==> config.mk <==
export PLATFORM = sky130hd
export DESIGN_NAME = union_find_with_member_lists_flat
export DESIGN_NICKNAME = d
export VERILOG_FILES = /design/src/sv/ufml_pkg.sv /design/src/sv/ufml_in_if.sv /design/src/sv/ufml_out_if.sv /design/src/sv/ufml_table.sv /design/src/sv/ufml_ctrl.sv /design/src/sv/union_find_with_member_lists.sv /design/src/flat_wrapper.sv
export SDC_FILE = /design/constraint.sdc
export NUM_CORES = 2
export LEC_CHECK = 0
export BUFFER_PORTS_ARGS = -buffer_cell sky130_fd_sc_hd__buf_4
export CELL_PAD_IN_SITES_DETAIL_PLACEMENT = 0
export CELL_PAD_IN_SITES_GLOBAL_PLACEMENT = 1
export CORE_MARGIN = 5
export CORE_UTILIZATION = 53
export DETAILED_ROUTE_END_ITERATION = 10
export PLACE_DENSITY_LB_ADDON = 0.1
export SLEW_MARGIN = 20
export SYNTH_ARGS = -nofsm -noshare
export SYNTH_HDL_FRONTEND = slang
export SYNTH_SLANG_ARGS = --single-unit
==> constraint.sdc <==
create_clock -name clk -period 8.5 [get_ports clk]
set_clock_uncertainty 0.2 [all_clocks]
set_input_delay 1.275 -clock clk [delete_from_list [all_inputs] [get_ports clk]]
set_output_delay 1.275 -clock clk [all_outputs]
set_load 0.1 [all_outputs]
==> src/sv/ufml_pkg.sv <==
// shared constants and result type for the union-find block with member lists
// no dependencies
`default_nettype none

package ufml_pkg;

    localparam int unsigned KEY_W             = 6;
    localparam int unsigned ACT_W             = 2;
    localparam int unsigned DEF_ELEMENT_COUNT = 64;
    localparam int unsigned MAX_RESULTS       = 64;
    localparam int unsigned CNT_W             = $clog2(MAX_RESULTS);

    localparam logic [ACT_W-1:0] ACT_UNITE = 2'd0;
    localparam logic [ACT_W-1:0] ACT_FIND  = 2'd1;
    localparam logic [ACT_W-1:0] ACT_LIST  = 2'd2;

    typedef struct packed {
        logic [KEY_W-1:0] root;
        logic [KEY_W-1:0] member;
        logic             merged;
        logic             last;
    } ufml_res_t;

endpackage

`default_nettype wire

==> src/sv/ufml_in_if.sv <==
// request channel: action and two keys with valid/ready
// depends on ufml_pkg
`default_nettype none

interface ufml_in_if import ufml_pkg::*; ();
    logic             valid;
    logic             ready;
    logic [ACT_W-1:0] action;
    logic [KEY_W-1:0] first_key;
    logic [KEY_W-1:0] second_key;

    modport source (output valid, action, first_key, second_key, input ready);
    modport sink (input valid, action, first_key, second_key, output ready);
endinterface

`default_nettype wire

==> src/sv/ufml_out_if.sv <==
// result channel: root, member, merged and last with valid/ready
// depends on ufml_pkg
`default_nettype none

interface ufml_out_if import ufml_pkg::*; ();
    logic             valid;
    logic             ready;
    logic [KEY_W-1:0] root;
    logic [KEY_W-1:0] member;
    logic             merged;
    logic             last;

    modport source (output valid, root, member, merged, last, input ready);
    modport sink (input valid, root, member, merged, last, output ready);
endinterface

`default_nettype wire

==> src/sv/ufml_table.sv <==
// the four per-element tables: parent, set size, list tail, next member
// one read address shared by all tables with registered read data, one write port per table
`default_nettype none

module ufml_table import ufml_pkg::*; #(
    parameter int unsigned ELEMENT_COUNT = DEF_ELEMENT_COUNT
) (
    input  wire logic clk,
    input  wire logic [$clog2(ELEMENT_COUNT)-1:0]   rd_addr,
    input  wire logic                               par_we,
    input  wire logic [$clog2(ELEMENT_COUNT)-1:0]   par_addr,
    input  wire logic [$clog2(ELEMENT_COUNT)-1:0]   par_data,
    input  wire logic                               siz_we,
    input  wire logic [$clog2(ELEMENT_COUNT)-1:0]   siz_addr,
    input  wire logic [$clog2(ELEMENT_COUNT+1)-1:0] siz_data,
    input  wire logic                               tail_we,
    input  wire logic [$clog2(ELEMENT_COUNT)-1:0]   tail_addr,
    input  wire logic [$clog2(ELEMENT_COUNT)-1:0]   tail_data,
    input  wire logic                               nxt_we,
    input  wire logic [$clog2(ELEMENT_COUNT)-1:0]   nxt_addr,
    input  wire logic [$clog2(ELEMENT_COUNT)-1:0]   nxt_data,
    output logic      [$clog2(ELEMENT_COUNT)-1:0]   par_q,
    output logic      [$clog2(ELEMENT_COUNT+1)-1:0] siz_q,
    output logic      [$clog2(ELEMENT_COUNT)-1:0]   tail_q,
    output logic      [$clog2(ELEMENT_COUNT)-1:0]   nxt_q
);

    localparam int unsigned IDX_W  = $clog2(ELEMENT_COUNT);
    localparam int unsigned SIZE_W = $clog2(ELEMENT_COUNT + 1);

    logic [IDX_W-1:0]  par_mem  [ELEMENT_COUNT];
    logic [SIZE_W-1:0] siz_mem  [ELEMENT_COUNT];
    logic [IDX_W-1:0]  tail_mem [ELEMENT_COUNT];
    logic [IDX_W-1:0]  nxt_mem  [ELEMENT_COUNT];

    logic [IDX_W-1:0]  par_q_reg;
    logic [SIZE_W-1:0] siz_q_reg;
    logic [IDX_W-1:0]  tail_q_reg;
    logic [IDX_W-1:0]  nxt_q_reg;

    always_ff @(posedge clk)
    begin
        if (par_we)
        begin
            par_mem[par_addr] <= par_data;
        end
        par_q_reg <= par_mem[rd_addr];
    end

    always_ff @(posedge clk)
    begin
        if (siz_we)
        begin
            siz_mem[siz_addr] <= siz_data;
        end
        siz_q_reg <= siz_mem[rd_addr];
    end

    always_ff @(posedge clk)
    begin
        if (tail_we)
        begin
            tail_mem[tail_addr] <= tail_data;
        end
        tail_q_reg <= tail_mem[rd_addr];
    end

    always_ff @(posedge clk)
    begin
        if (nxt_we)
        begin
            nxt_mem[nxt_addr] <= nxt_data;
        end
        nxt_q_reg <= nxt_mem[rd_addr];
    end

    assign par_q  = par_q_reg;
    assign siz_q  = siz_q_reg;
    assign tail_q = tail_q_reg;
    assign nxt_q  = nxt_q_reg;

endmodule

`default_nettype wire

==> src/sv/ufml_ctrl.sv <==
// sequencer: clearing sweep, shared root walker, union merge and list walk
// depends on ufml_pkg; drives ufml_table ports and a result push
`default_nettype none

module ufml_ctrl import ufml_pkg::*; #(
    parameter int unsigned ELEMENT_COUNT = DEF_ELEMENT_COUNT
) (
    input  wire logic clk,
    input  wire logic rst_n,
    input  wire logic                               req_valid,
    input  wire logic [ACT_W-1:0]                   req_action,
    input  wire logic [KEY_W-1:0]                   req_first,
    input  wire logic [KEY_W-1:0]                   req_second,
    output logic                                    req_ready,
    output logic      [$clog2(ELEMENT_COUNT)-1:0]   rd_addr,
    output logic                                    par_we,
    output logic      [$clog2(ELEMENT_COUNT)-1:0]   par_addr,
    output logic      [$clog2(ELEMENT_COUNT)-1:0]   par_data,
    output logic                                    siz_we,
    output logic      [$clog2(ELEMENT_COUNT)-1:0]   siz_addr,
    output logic      [$clog2(ELEMENT_COUNT+1)-1:0] siz_data,
    output logic                                    tail_we,
    output logic      [$clog2(ELEMENT_COUNT)-1:0]   tail_addr,
    output logic      [$clog2(ELEMENT_COUNT)-1:0]   tail_data,
    output logic                                    nxt_we,
    output logic      [$clog2(ELEMENT_COUNT)-1:0]   nxt_addr,
    output logic      [$clog2(ELEMENT_COUNT)-1:0]   nxt_data,
    input  wire logic [$clog2(ELEMENT_COUNT)-1:0]   par_q,
    input  wire logic [$clog2(ELEMENT_COUNT+1)-1:0] siz_q,
    input  wire logic [$clog2(ELEMENT_COUNT)-1:0]   tail_q,
    input  wire logic [$clog2(ELEMENT_COUNT)-1:0]   nxt_q,
    input  wire logic                               slot_free,
    output logic                                    res_push,
    output ufml_res_t                               res
);

    localparam int unsigned IDX_W  = $clog2(ELEMENT_COUNT);
    localparam int unsigned SIZE_W = $clog2(ELEMENT_COUNT + 1);
    localparam logic [IDX_W-1:0] LAST_IDX = IDX_W'(ELEMENT_COUNT - 1);
    localparam logic [CNT_W-1:0] LAST_CNT = CNT_W'(MAX_RESULTS - 1);

    typedef enum logic [6:0] {
        S_CLEAR  = 7'b0000001,
        S_IDLE   = 7'b0000010,
        S_WALK   = 7'b0000100,
        S_UBIG   = 7'b0001000,
        S_USMALL = 7'b0010000,
        S_LIST   = 7'b0100000,
        S_EMIT   = 7'b1000000
    } state_t;

    state_t            state_reg, state_next;
    logic [ACT_W-1:0]  act_reg, act_next;
    logic              phase_reg, phase_next;
    logic [IDX_W-1:0]  cur_reg, cur_next;
    logic [IDX_W-1:0]  steps_reg, steps_next;
    logic [CNT_W-1:0]  cnt_reg, cnt_next;
    logic [IDX_W-1:0]  b_reg, b_next;
    logic [IDX_W-1:0]  big_reg, big_next;
    logic [IDX_W-1:0]  small_reg, small_next;
    logic [IDX_W-1:0]  root_reg, root_next;
    logic [SIZE_W-1:0] sizb_reg, sizb_next;
    logic [IDX_W-1:0]  tailb_reg, tailb_next;
    ufml_res_t         res_reg, res_next;

    logic              a_ok, b_ok, p_ok, n_ok;
    logic              found, swap, list_end;
    logic [IDX_W-1:0]  found_root;
    logic [IDX_W-1:0]  new_big, new_small, tail_big, tail_small;
    logic [SIZE_W-1:0] size_sum;

    always_comb
    begin
        a_ok     = 32'(req_first) < ELEMENT_COUNT;
        b_ok     = 32'(req_second) < ELEMENT_COUNT;
        p_ok     = 32'(par_q) < ELEMENT_COUNT;
        n_ok     = 32'(nxt_q) < ELEMENT_COUNT;
        // shared walker step
        found      = 1'b0;
        found_root = cur_reg;
        if (par_q == cur_reg || !p_ok)
        begin
            found = 1'b1;
        end
        else if (steps_reg == LAST_IDX)
        begin
            found      = 1'b1;
            found_root = par_q;
        end
        // merge datapath
        swap       = sizb_reg < siz_q;
        new_big    = swap ? small_reg : big_reg;
        new_small  = swap ? big_reg : small_reg;
        tail_big   = swap ? tail_q : tailb_reg;
        tail_small = swap ? tailb_reg : tail_q;
        size_sum   = sizb_reg + siz_q;
        list_end   = (nxt_q == cur_reg) || !n_ok || (cnt_reg == LAST_CNT);
    end

    always_comb
    begin
        state_next = state_reg;
        act_next   = act_reg;
        phase_next = phase_reg;
        cur_next   = cur_reg;
        steps_next = steps_reg;
        cnt_next   = cnt_reg;
        b_next     = b_reg;
        big_next   = big_reg;
        small_next = small_reg;
        root_next  = root_reg;
        sizb_next  = sizb_reg;
        tailb_next = tailb_reg;
        res_next   = res_reg;
        req_ready  = 1'b0;
        res_push   = 1'b0;
        res        = res_reg;
        rd_addr    = cur_reg;
        par_we     = 1'b0;
        par_addr   = cur_reg;
        par_data   = cur_reg;
        siz_we     = 1'b0;
        siz_addr   = cur_reg;
        siz_data   = SIZE_W'(1);
        tail_we    = 1'b0;
        tail_addr  = cur_reg;
        tail_data  = cur_reg;
        nxt_we     = 1'b0;
        nxt_addr   = cur_reg;
        nxt_data   = cur_reg;

        case (state_reg)
            S_CLEAR:
            begin
                par_we  = 1'b1;
                siz_we  = 1'b1;
                tail_we = 1'b1;
                nxt_we  = 1'b1;
                if (cur_reg == LAST_IDX)
                begin
                    cur_next   = '0;
                    state_next = S_IDLE;
                end
                else
                begin
                    cur_next = cur_reg + 1'b1;
                end
            end
            S_IDLE:
            begin
                req_ready = 1'b1;
                if (req_valid)
                begin
                    act_next   = req_action;
                    b_next     = IDX_W'(req_second);
                    cur_next   = IDX_W'(req_first);
                    rd_addr    = IDX_W'(req_first);
                    steps_next = '0;
                    phase_next = 1'b0;
                    case (req_action)
                        ACT_UNITE:
                        begin
                            res_next = '{root: req_first, member: '0, merged: 1'b0,
                                         last: 1'b1};
                            state_next = (a_ok && b_ok) ? S_WALK : S_EMIT;
                        end
                        ACT_FIND:
                        begin
                            res_next = '{root: req_first, member: '0, merged: 1'b0,
                                         last: 1'b1};
                            state_next = a_ok ? S_WALK : S_EMIT;
                        end
                        ACT_LIST:
                        begin
                            res_next = '{root: req_first, member: req_first,
                                         merged: 1'b0, last: 1'b1};
                            state_next = a_ok ? S_WALK : S_EMIT;
                        end
                        default:
                        begin
                            state_next = S_IDLE;
                        end
                    endcase
                end
            end
            S_WALK:
            begin
                if (!found)
                begin
                    cur_next   = par_q;
                    rd_addr    = par_q;
                    steps_next = steps_reg + 1'b1;
                end
                else
                begin
                    case (act_reg)
                        ACT_FIND:
                        begin
                            res_next = '{root: KEY_W'(found_root), member: '0,
                                         merged: 1'b0, last: 1'b1};
                            state_next = S_EMIT;
                        end
                        ACT_UNITE:
                        begin
                            if (!phase_reg)
                            begin
                                big_next   = found_root;
                                cur_next   = b_reg;
                                rd_addr    = b_reg;
                                steps_next = '0;
                                phase_next = 1'b1;
                            end
                            else if (found_root == big_reg)
                            begin
                                res_next = '{root: KEY_W'(big_reg), member: '0,
                                             merged: 1'b0, last: 1'b1};
                                state_next = S_EMIT;
                            end
                            else
                            begin
                                small_next = found_root;
                                rd_addr    = big_reg;
                                state_next = S_UBIG;
                            end
                        end
                        default:
                        begin
                            root_next  = found_root;
                            cur_next   = found_root;
                            rd_addr    = found_root;
                            cnt_next   = '0;
                            state_next = S_LIST;
                        end
                    endcase
                end
            end
            S_UBIG:
            begin
                sizb_next  = siz_q;
                tailb_next = tail_q;
                rd_addr    = small_reg;
                state_next = S_USMALL;
            end
            S_USMALL:
            begin
                nxt_we    = 1'b1;
                nxt_addr  = tail_big;
                nxt_data  = new_small;
                tail_we   = 1'b1;
                tail_addr = new_big;
                tail_data = tail_small;
                par_we    = 1'b1;
                par_addr  = new_small;
                par_data  = new_big;
                siz_we    = 1'b1;
                siz_addr  = new_big;
                siz_data  = size_sum;
                res_next  = '{root: KEY_W'(new_big), member: '0, merged: 1'b1,
                              last: 1'b1};
                state_next = S_EMIT;
            end
            S_LIST:
            begin
                res = '{root: KEY_W'(root_reg), member: KEY_W'(cur_reg),
                        merged: 1'b0, last: list_end};
                if (slot_free)
                begin
                    res_push = 1'b1;
                    if (list_end)
                    begin
                        state_next = S_IDLE;
                    end
                    else
                    begin
                        cur_next = nxt_q;
                        rd_addr  = nxt_q;
                        cnt_next = cnt_reg + 1'b1;
                    end
                end
            end
            S_EMIT:
            begin
                if (slot_free)
                begin
                    res_push   = 1'b1;
                    state_next = S_IDLE;
                end
            end
            default:
            begin
                state_next = S_IDLE;
            end
        endcase
    end

    always_ff @(posedge clk or negedge rst_n)
    begin
        if (!rst_n)
        begin
            state_reg <= S_CLEAR;
            cur_reg   <= '0;
            phase_reg <= 1'b0;
            steps_reg <= '0;
            cnt_reg   <= '0;
            act_reg   <= ACT_FIND;
        end
        else
        begin
            state_reg <= state_next;
            cur_reg   <= cur_next;
            phase_reg <= phase_next;
            steps_reg <= steps_next;
            cnt_reg   <= cnt_next;
            act_reg   <= act_next;
        end
    end

    always_ff @(posedge clk)
    begin
        b_reg     <= b_next;
        big_reg   <= big_next;
        small_reg <= small_next;
        root_reg  <= root_next;
        sizb_reg  <= sizb_next;
        tailb_reg <= tailb_next;
        res_reg   <= res_next;
    end

endmodule

`default_nettype wire

==> src/sv/union_find_with_member_lists.sv <==
// top level: union-find with union by size and per-set member lists
// depends on ufml_pkg, ufml_in_if, ufml_out_if, ufml_table, ufml_ctrl
//
//  channel | dir | word                                  | handshake
//  req     | in  | action, first_key, second_key         | valid/ready
//  rsp     | out | root, member, merged, last            | valid/ready
//
// after reset the tables are swept over every element; req.ready stays low meanwhile
// one request at a time; the shared root walker follows parent links up to the root
// find: the request is taken, one walk, then the result word is emitted
// unite: two walks, then S_UBIG, S_USMALL (merge writes) and S_EMIT; two walks and S_EMIT when roots match
// list: one walk, then one member word per cycle while rsp is not stalled
// a one-word output register lets the next request in while a word waits on rsp
`default_nettype none

module union_find_with_member_lists import ufml_pkg::*; #(
    parameter int unsigned ELEMENT_COUNT = DEF_ELEMENT_COUNT
) (
    input  wire logic   clk,
    input  wire logic   rst_n,
    ufml_in_if.sink     req,
    ufml_out_if.source  rsp
);

    localparam int unsigned IDX_W  = $clog2(ELEMENT_COUNT);
    localparam int unsigned SIZE_W = $clog2(ELEMENT_COUNT + 1);

    logic [IDX_W-1:0]  rd_addr;
    logic              par_we, siz_we, tail_we, nxt_we;
    logic [IDX_W-1:0]  par_addr, siz_addr, tail_addr, nxt_addr;
    logic [IDX_W-1:0]  par_data, tail_data, nxt_data;
    logic [SIZE_W-1:0] siz_data;
    logic [IDX_W-1:0]  par_q, tail_q, nxt_q;
    logic [SIZE_W-1:0] siz_q;
    logic              slot_free;
    logic              res_push;
    ufml_res_t         res;

    logic              out_valid_reg;
    ufml_res_t         out_word_reg;

    ufml_table #(
        .ELEMENT_COUNT (ELEMENT_COUNT)
    ) u_table (
        .clk       (clk),
        .rd_addr   (rd_addr),
        .par_we    (par_we),
        .par_addr  (par_addr),
        .par_data  (par_data),
        .siz_we    (siz_we),
        .siz_addr  (siz_addr),
        .siz_data  (siz_data),
        .tail_we   (tail_we),
        .tail_addr (tail_addr),
        .tail_data (tail_data),
        .nxt_we    (nxt_we),
        .nxt_addr  (nxt_addr),
        .nxt_data  (nxt_data),
        .par_q     (par_q),
        .siz_q     (siz_q),
        .tail_q    (tail_q),
        .nxt_q     (nxt_q)
    );

    ufml_ctrl #(
        .ELEMENT_COUNT (ELEMENT_COUNT)
    ) u_ctrl (
        .clk        (clk),
        .rst_n      (rst_n),
        .req_valid  (req.valid),
        .req_action (req.action),
        .req_first  (req.first_key),
        .req_second (req.second_key),
        .req_ready  (req.ready),
        .rd_addr    (rd_addr),
        .par_we     (par_we),
        .par_addr   (par_addr),
        .par_data   (par_data),
        .siz_we     (siz_we),
        .siz_addr   (siz_addr),
        .siz_data   (siz_data),
        .tail_we    (tail_we),
        .tail_addr  (tail_addr),
        .tail_data  (tail_data),
        .nxt_we     (nxt_we),
        .nxt_addr   (nxt_addr),
        .nxt_data   (nxt_data),
        .par_q      (par_q),
        .siz_q      (siz_q),
        .tail_q     (tail_q),
        .nxt_q      (nxt_q),
        .slot_free  (slot_free),
        .res_push   (res_push),
        .res        (res)
    );

    assign slot_free = !out_valid_reg || rsp.ready;

    always_ff @(posedge clk or negedge rst_n)
    begin
        if (!rst_n)
        begin
            out_valid_reg <= 1'b0;
        end
        else if (slot_free)
        begin
            out_valid_reg <= res_push;
        end
    end

    always_ff @(posedge clk)
    begin
        if (slot_free && res_push)
        begin
            out_word_reg <= res;
        end
    end

    assign rsp.valid  = out_valid_reg;
    assign rsp.root   = out_word_reg.root;
    assign rsp.member = out_word_reg.member;
    assign rsp.merged = out_word_reg.merged;
    assign rsp.last   = out_word_reg.last;

endmodule

`default_nettype wire

==> src/flat_wrapper.sv <==
// flat-port wrapper written by rule: the top's interface ports become plain ports
module union_find_with_member_lists_flat import ufml_pkg::*;
#(
    parameter int unsigned ELEMENT_COUNT = DEF_ELEMENT_COUNT
)
  (clk, rst_n, req_valid, req_action, req_first_key, req_second_key, req_ready, rsp_valid, rsp_root, rsp_member, rsp_merged, rsp_last, rsp_ready);
  ufml_in_if req_i ();
  ufml_out_if rsp_i ();
  input  wire logic clk;
  input  wire logic rst_n;
  input wire logic [$bits(req_i.valid)-1:0] req_valid;
  input wire logic [$bits(req_i.action)-1:0] req_action;
  input wire logic [$bits(req_i.first_key)-1:0] req_first_key;
  input wire logic [$bits(req_i.second_key)-1:0] req_second_key;
  output wire logic [$bits(req_i.ready)-1:0] req_ready;
  output wire logic [$bits(rsp_i.valid)-1:0] rsp_valid;
  output wire logic [$bits(rsp_i.root)-1:0] rsp_root;
  output wire logic [$bits(rsp_i.member)-1:0] rsp_member;
  output wire logic [$bits(rsp_i.merged)-1:0] rsp_merged;
  output wire logic [$bits(rsp_i.last)-1:0] rsp_last;
  input wire logic [$bits(rsp_i.ready)-1:0] rsp_ready;
  assign req_i.valid = req_valid;
  assign req_i.action = req_action;
  assign req_i.first_key = req_first_key;
  assign req_i.second_key = req_second_key;
  assign req_ready = req_i.ready;
  assign rsp_valid = rsp_i.valid;
  assign rsp_root = rsp_i.root;
  assign rsp_member = rsp_i.member;
  assign rsp_merged = rsp_i.merged;
  assign rsp_last = rsp_i.last;
  assign rsp_i.ready = rsp_ready;
  union_find_with_member_lists #(.ELEMENT_COUNT(ELEMENT_COUNT)) u_core (.clk(clk), .rst_n(rst_n), .req(req_i), .rsp(rsp_i));
endmodule
[Yosys cells after proc, flatten, opt, wreduce, memory -nomap -nowiden]
Memories as Yosys holds them, arrays and structs flattened. A register that Yosys moved wholly into a read port is not among the register bits.
Cells that the tools add are included.
Storage, ports and cells
  memories kept: 4
  input bits: 18
  logic and storage cells: 156
  memory bits (writable): 1600
  bits in registers: 94
Memories
  u_core.u_table.siz_mem: depth 64, bits a word 7, rd ports 1, clocked after memory_dff 1, write ports 1, line ufml_table.sv:32  | logic [SIZE_W-1:0] siz_mem [ELEMENT_COUNT];
  u_core.u_table.nxt_mem: depth 64, bits a word 6, rd ports 1, clocked after memory_dff 1, write ports 1, line ufml_table.sv:34  | logic [IDX_W-1:0] nxt_mem [ELEMENT_COUNT];
  u_core.u_table.par_mem: depth 64, bits a word 6, rd ports 1, clocked after memory_dff 1, write ports 1, line ufml_table.sv:31  | logic [IDX_W-1:0] par_mem [ELEMENT_COUNT];
  u_core.u_table.tail_mem: depth 64, bits a word 6, rd ports 1, clocked after memory_dff 1, write ports 1, line ufml_table.sv:33  | logic [IDX_W-1:0] tail_mem [ELEMENT_COUNT];
Operators by class
  equality and inequality tests: 33
  $add $sub $neg: 4
  $lt $le $gt $ge: 1
  bitwise logic cells: 3
  reductions and logical operators: 25
  muxes and demuxes: 65
Operators by type and width (number)
  $mux 6: 27
  $mux 14: 5
  $mux 7: 9
  $pmux 14 s2: 2
  $pmux 7 s7: 1
  $pmux 6 s2: 4
  $pmux 6 s4: 2
  $pmux 14 s3: 1
  $add 6x1->6 const B: 3
  $eq 6x6->1: 3
  $eq 6x6->1 const B: 3
  $ne 3x3->1 const B: 6
  $ne 2x2->1 const B: 7
  $pmux 7 s2: 1
  $reduce_and 7->1: 2
  $reduce_and 4->1: 3
  $mux 1: 11
  $reduce_and 5->1: 2
  $reduce_or 2->1: 4
  $add 7x7->7: 1
  $eq 7x1->1 const B: 1
  $eq 7x2->1 const B: 1
  $eq 7x3->1 const B: 1
  $eq 7x4->1 const B: 1
  22 further kinds: 30

[Logic depth before layout (Yosys ltp)]
  depth after elaboration: 9
  mapped depth: 20
  mapped depth without buffers: 15

[Cells and area by module]
From an unflattened synthesis, not the netlist that was laid out.
Second synthesis, totals
  cells, all modules: 3553
  area, all modules: 68719.7 µm²
By module, submodules not included
  ufml_table: seq. area each 48546.6 µm², cells an instance 2935, area each 62747.7 µm², times used 1
  ufml_ctrl: seq. area each 2204.6 µm², cells an instance 600, area each 5497.8 µm², times used 1
  union_find_with_member_lists: seq. area each 445.4 µm², cells an instance 18, area each 474.2 µm², times used 1

[Worst setup path after synthesis]
OpenSTA, ideal clock, no wires.
  path type: reg2reg
  start: reg u_core.u_ctrl.state_reg[2]
  end: mem u_core.u_table.siz_mem[40][0] (netlist name), enable pin
  data arrival time: 6135 ps
  cell stages (with the launch flop): 13
  path slack: 1765 ps
  path through: dfrtp_1 > or2_1 > clkbuf_1 > or4_1 > or3b_2 > clkbuf_1 > inv_1 > clkbuf_1 > nor2_1 > a31oi_1 > nand4bb_1 > or2_2 > nor3_1
On the way
  elaborated cells between the ends (all ways): 7
RTL lines
  from (decl): line ufml_ctrl.sv:52  | state_t state_reg, state_next;
  from (signal assigned): line ufml_ctrl.sv:309  | state_reg <= state_next;
  $eq 7x5->1
  $mux 6
  net u_core.par_data[3]: line union_find_with_member_lists.sv:31  | logic [IDX_W-1:0] par_data, tail_data, nxt_data;
  to (decl): line ufml_table.sv:32
The timed path passes the listed nets, and every way through them passes these cells.

[Worst setup path in the final report]
  start: reg u_core.u_ctrl.state_reg[2]
  end: reg u_core.u_table.siz_q_reg[6], in the netlist u_core.u_table.siz_q[6], read port of u_core.u_table.siz_mem
On the way
  word-level cells in the longest chain between the ends: 2
  elaborated cells between the ends (all ways): 5
RTL lines
  $eq 7x6->1 (tied with other cells): line ufml_ctrl.sv:132  | case (state_reg)
  $pmux 6 s4 (*): line ufml_ctrl.sv:132
  to (decl): line ufml_table.sv:37  | logic [SIZE_W-1:0] siz_q_reg;
Mark *: on every way between the ends. The rest lies on a longest branch, timed or not.
A chain may end at the register's enable or synchronous reset.

==> flow_summary.html <==
<table>
<tr><th>Metric</th><th>Value</th></tr>
<tr><th colspan="2">Status</th></tr>
<tr><td>Run status</td><td>finished, final reports clean</td></tr>
<tr><th colspan="2">Worst setup path</th></tr>
<tr><td>Flop2flop setup slack</td><td>1.80 ns</td></tr>
<tr><td>Data arrival, critical path</td><td>7.24 ns</td></tr>
<tr><td>Path type of the worst setup path</td><td>reg2reg</td></tr>
<tr><td>Standard cell with the maximum stage delay on the critical path</td><td>a21o_4</td></tr>
<tr><td>Dominant delay contributor by cell family on the critical path</td><td>compound AO/OA/AOI/OAI gates</td></tr>
<tr><td>Worst-path fanout max</td><td>75</td></tr>
<tr><td>Worst Setup Start Kind</td><td>flop</td></tr>
<tr><td>Worst path buffer plus inverter count</td><td>2</td></tr>
<tr><td>Critical path's most frequent cell</td><td>buf_4</td></tr>
<tr><td>Type of element capturing the critical path</td><td>flop</td></tr>
<tr><td>Critical Path RT</td><td>9.05 ns</td></tr>
<tr><td>List of cells traversed by the critical path</td><td>or2_1, nor4_4, o21ai_1, o31ai_1, a211o_4, a21o_4, buf_4, buf_4, a2111oi_0, nor4_1, o41ai_1, nand4_1, or4_1</td></tr>
<tr><td>Worst stage delay on the critical path</td><td>0.80 ns</td></tr>
<tr><th colspan="2">Floorplan</th></tr>
<tr><td>Standard-cell rows</td><td>135</td></tr>
<tr><td>Initial core utilization</td><td>53.40%</td></tr>
<tr><td># IOs</td><td>34</td></tr>
<tr><td>DIE WIDTH</td><td>379.7 um</td></tr>
<tr><td>Standard cell core area</td><td>0.1356 mm^2</td></tr>
<tr><td>Total die area</td><td>0.1442 mm^2</td></tr>
<tr><td>Die span in y</td><td>379.7 um</td></tr>
<tr><th colspan="2">Clock network</th></tr>
<tr><td>CTS resizes</td><td>0</td></tr>
<tr><td>Clock root buffer</td><td>clkbuf_16</td></tr>
<tr><td>Clk Latency, worst-skew pair</td><td>0.81 ns</td></tr>
<tr><td>Sink Count</td><td>1718</td></tr>
<tr><td>Cts-stage hold buffer count</td><td>0</td></tr>
<tr><td>Clock transition at the register clock pins on the worst setup and hold paths after CTS</td><td>0.06 ns</td></tr>
<tr><td>TritonCTS buffer count</td><td>176</td></tr>
<tr><td>Post-CTS repair timing setup buffer count</td><td>0</td></tr>
<tr><td>Number of H-tree levels</td><td>4</td></tr>
<tr><td>Longest Clk Path Bufs</td><td>3</td></tr>
<tr><td>CTS tree</td><td>built</td></tr>
<tr><th colspan="2">STA</th></tr>
<tr><td>Final TNS setup</td><td>0 ns</td></tr>
<tr><td>Finish-stage setup viols</td><td>0</td></tr>
<tr><td>Worst slack on hold paths</td><td>0.2099 ns</td></tr>
<tr><td>Maximum clock frequency</td><td>149.4 MHz</td></tr>
<tr><td>Count of endpoints failing hold in the final timing report</td><td>0</td></tr>
<tr><td>RSZ-0062 raised after global routing</td><td>false</td></tr>
<tr><td>Transition time at the pin with the least slew margin</td><td>1.367 ns</td></tr>
<tr><td>Max-slew violations</td><td>0</td></tr>
<tr><td>Final Critical Period</td><td>6.695 ns</td></tr>
<tr><td>Part of the cycle the worst path needs</td><td>78.77%</td></tr>
<tr><td>Headroom to the max-slew limit</td><td>8.010%</td></tr>
<tr><th colspan="2">Placement</th></tr>
<tr><td>Number of buffers inserted by port buffering</td><td>33</td></tr>
<tr><td>DP Wirelength</td><td>129.4 mm</td></tr>
<tr><td>Last weighted congestion value of the routability-driven placer</td><td>0.8998</td></tr>
<tr><th colspan="2">Logic synthesis</th></tr>
<tr><td>Dominant cell by count in the synthesized netlist</td><td>edfxtp_1</td></tr>
<tr><td>Most frequent cells after synthesis</td><td>edfxtp_1 (1664), nand2_1 (1224), nand3_1 (740)</td></tr>
<tr><td>Area leader, netlist</td><td>edfxtp_1</td></tr>
<tr><td>Proportion of register bits with asynchronous set or reset after synthesis</td><td>1.688%</td></tr>
<tr><td>Register area share after synthesis</td><td>70.68%</td></tr>
<tr><td>Post-synthesis cell type count</td><td>79</td></tr>
<tr><td>Cell count after synthesis</td><td>5879</td></tr>
<tr><td>Portion of synthesized cell area occupied by the leading cell type</td><td>68.99%</td></tr>
<tr><td>Mean instance size in the synthesized netlist</td><td>12.32 um^2</td></tr>
<tr><td>Dominant synthesized flop cell</td><td>edfxtp_1</td></tr>
<tr><td>Combined area of all synthesized cells</td><td>0.07243 mm^2</td></tr>
<tr><td>EDFF count, synth</td><td>1664</td></tr>
<tr><td>Yosys Warn Count</td><td>0</td></tr>
<tr><td>Biggest area contributors in the synthesized netlist</td><td>edfxtp_1 (69%), nand2_1 (6.3%), nand3_1 (5.1%)</td></tr>
<tr><td>Synth Register Bits</td><td>1718</td></tr>
<tr><td>Net Count, Synth</td><td>5914</td></tr>
<tr><th colspan="2">Global route</th></tr>
<tr><td>Maximum number of pins on one net before global-route repair</td><td>151</td></tr>
<tr><td>Wire length of the first global-routing pass</td><td>319.7 mm</td></tr>
<tr><td>Overall overflow remaining after global route</td><td>0</td></tr>
<tr><td>Number of antenna violations at the first check in global routing</td><td>6</td></tr>
<tr><td>Number of global-route vias before repair</td><td>46970</td></tr>
<tr><td>Total routing usage reported by global routing</td><td>29.38%</td></tr>
<tr><th colspan="2">Cells and area</th></tr>
<tr><td>Fraction of final layout cells with drive strength greater than 1</td><td>9.100%</td></tr>
<tr><td>Flip-flop count of the largest register, all copies and words added</td><td>448</td></tr>
<tr><td>Area Growth Syn to Fin</td><td>11.25%</td></tr>
<tr><td>Number of nets at the end of the flow</td><td>5848</td></tr>
<tr><td>Register bank with the most flops</td><td>u_core.u_table.siz_mem</td></tr>
<tr><th colspan="2">Routing</th></tr>
<tr><td>Detailed-route DRC error count</td><td>0</td></tr>
<tr><td>Number of DRC markers in iteration 0</td><td>5912</td></tr>
<tr><td>DR WL/cell</td><td>27.97 um</td></tr>
<tr><td>Via density per instance</td><td>6.378</td></tr>
<tr><td>Initial DRT Pass Iterations</td><td>9</td></tr>
<tr><td>Via count</td><td>49360</td></tr>
<tr><td>Total wire length after detailed routing</td><td>216.4 mm</td></tr>
<tr><td>Antenna Nets Post-Route</td><td>0</td></tr>
<tr><th colspan="2">Job</th></tr>
<tr><td>Number of max-cap violations</td><td>0</td></tr>
<tr><th colspan="2">Worst hold path</th></tr>
<tr><td>Classification of the worst-slack hold path</td><td>in2async</td></tr>
</table>
-- worst register-to-register path, cell delays in order (launching register included) --
cell,delay [ns]
dfrtp_1,0.45
or2_1,0.37
nor4_4,0.62
o21ai_1,0.31
o31ai_1,0.69
a211o_4,0.58
a21o_4,0.88
buf_4,0.38
buf_4,0.51
a2111oi_0,0.25
nor4_1,0.74
o41ai_1,0.19
nand4_1,0.31
or4_1,0.16
-- metal layers --
layer  track usage (%)  share of wire, %
met5                 0            0.0060
met4             11.31               4.2
met3             5.187               8.5
met2             45.49                46
met1             41.93                41
-- per-stage QoR --
stage	cells	setup WS, ns	instance area [um^2]	utilization, %
global placement	7416	1.602	75030	55.31
floorplan	5879	1.765	72430	-
CTS	7737	1.456	80530	59.38
detailed placement	7416	1.475	75040	55.33
finish	7739	1.805	80580	59.41
global route	7737	1.384	80580	59.41
-- final timing paths --
| kind | startpoint | endpoint | depth (start not counted) |
|---|---|---|---|
| worst max-delay path | u_core.u_ctrl.state_reg[2]$_DFFE_PN0P_ | u_core.u_table.siz_q[6]$_DFF_P_ | 13 |
| worst min-delay path | rst_n | u_core.u_ctrl.act_reg[1]$_DFFE_PN0P_ | 1 |
| worst max register to register | u_core.u_ctrl.state_reg[2]$_DFFE_PN0P_ | u_core.u_table.siz_q[6]$_DFF_P_ | 13 |
| worst min register to register | u_core.u_ctrl.steps_reg[5]$_DFFE_PN0P_ | u_core.u_ctrl.steps_reg[5]$_DFFE_PN0P_ | 1 |
| max in group asynchronous | rst_n | u_core.u_ctrl.act_reg[0]$_DFFE_PN1P_ | 1 |
| min in group clk | u_core.u_ctrl.steps_reg[5]$_DFFE_PN0P_ | u_core.u_ctrl.steps_reg[5]$_DFFE_PN0P_ | 1 |
-- placed cells by master (no fill, tap or decap), types with 16 or more instances in the layout --
| cell | n |
|---|---|
| edfxtp_1 | 1664 |
| nand2_1 | 1223 |
| nand3_1 | 739 |
| a211oi_1 | 299 |
| inv_1 | 262 |
| nor2_1 | 245 |
| a2111oi_0 | 194 |
| clkbuf_16 | 180 |
| buf_4 | 174 |
| nor4_1 | 93 |
| o21ai_0 | 62 |
| a21oi_1 | 57 |
| a31oi_1 | 54 |
| a311oi_1 | 49 |
| clkinv_1 | 42 |
| clkbuf_1 | 40 |
| clkinv_2 | 30 |
| or4_1 | 29 |
| nand4_1 | 29 |
| o22ai_1 | 29 |
| dfrtp_1 | 27 |
| o41ai_1 | 26 |
| dfxtp_1 | 25 |
| buf_12 | 20 |
| nor2_2 | 19 |
| and2_1 | 18 |
| mux2i_1 | 17 |
| xnor2_1 | 16 |
| a31oi_4 | 16 |
| ha_1 | 16 |
-- cell type report --
type                            instances  area [um^2]
Multi-Input combinational cell       3456        18950
Inverter                              267         1002
Timing Repair Buffer                  194         1707
Fill cell                           10770        55060
Clock inverter                         95        753.2
Tap cell                             1781         2228
Sequential cell                      1718        51200
Clock buffer                          226         4737
Antenna cell                            2        5.005
-- cells by family (layout without fill, tap and decap cells) --
logic type / Yosys count / in the layout / synth area share [%]
buf+inv: 705 / 782 / 3.883
flops: 1718 / 1718 / 70.68
other cells: 0 / 2 / 0
compound gates: 877 / 877 / 9.107
simple gates: 2513 / 2513 / 15.38
mux: 23 / 23 / 0.3282
xor+xnor: 26 / 26 / 0.3144
fa+ha+maj: 17 / 17 / 0.3040
Power is not shown: default switching activity piles up to over one toggle a cycle in this logic, so the estimate is an artifact.
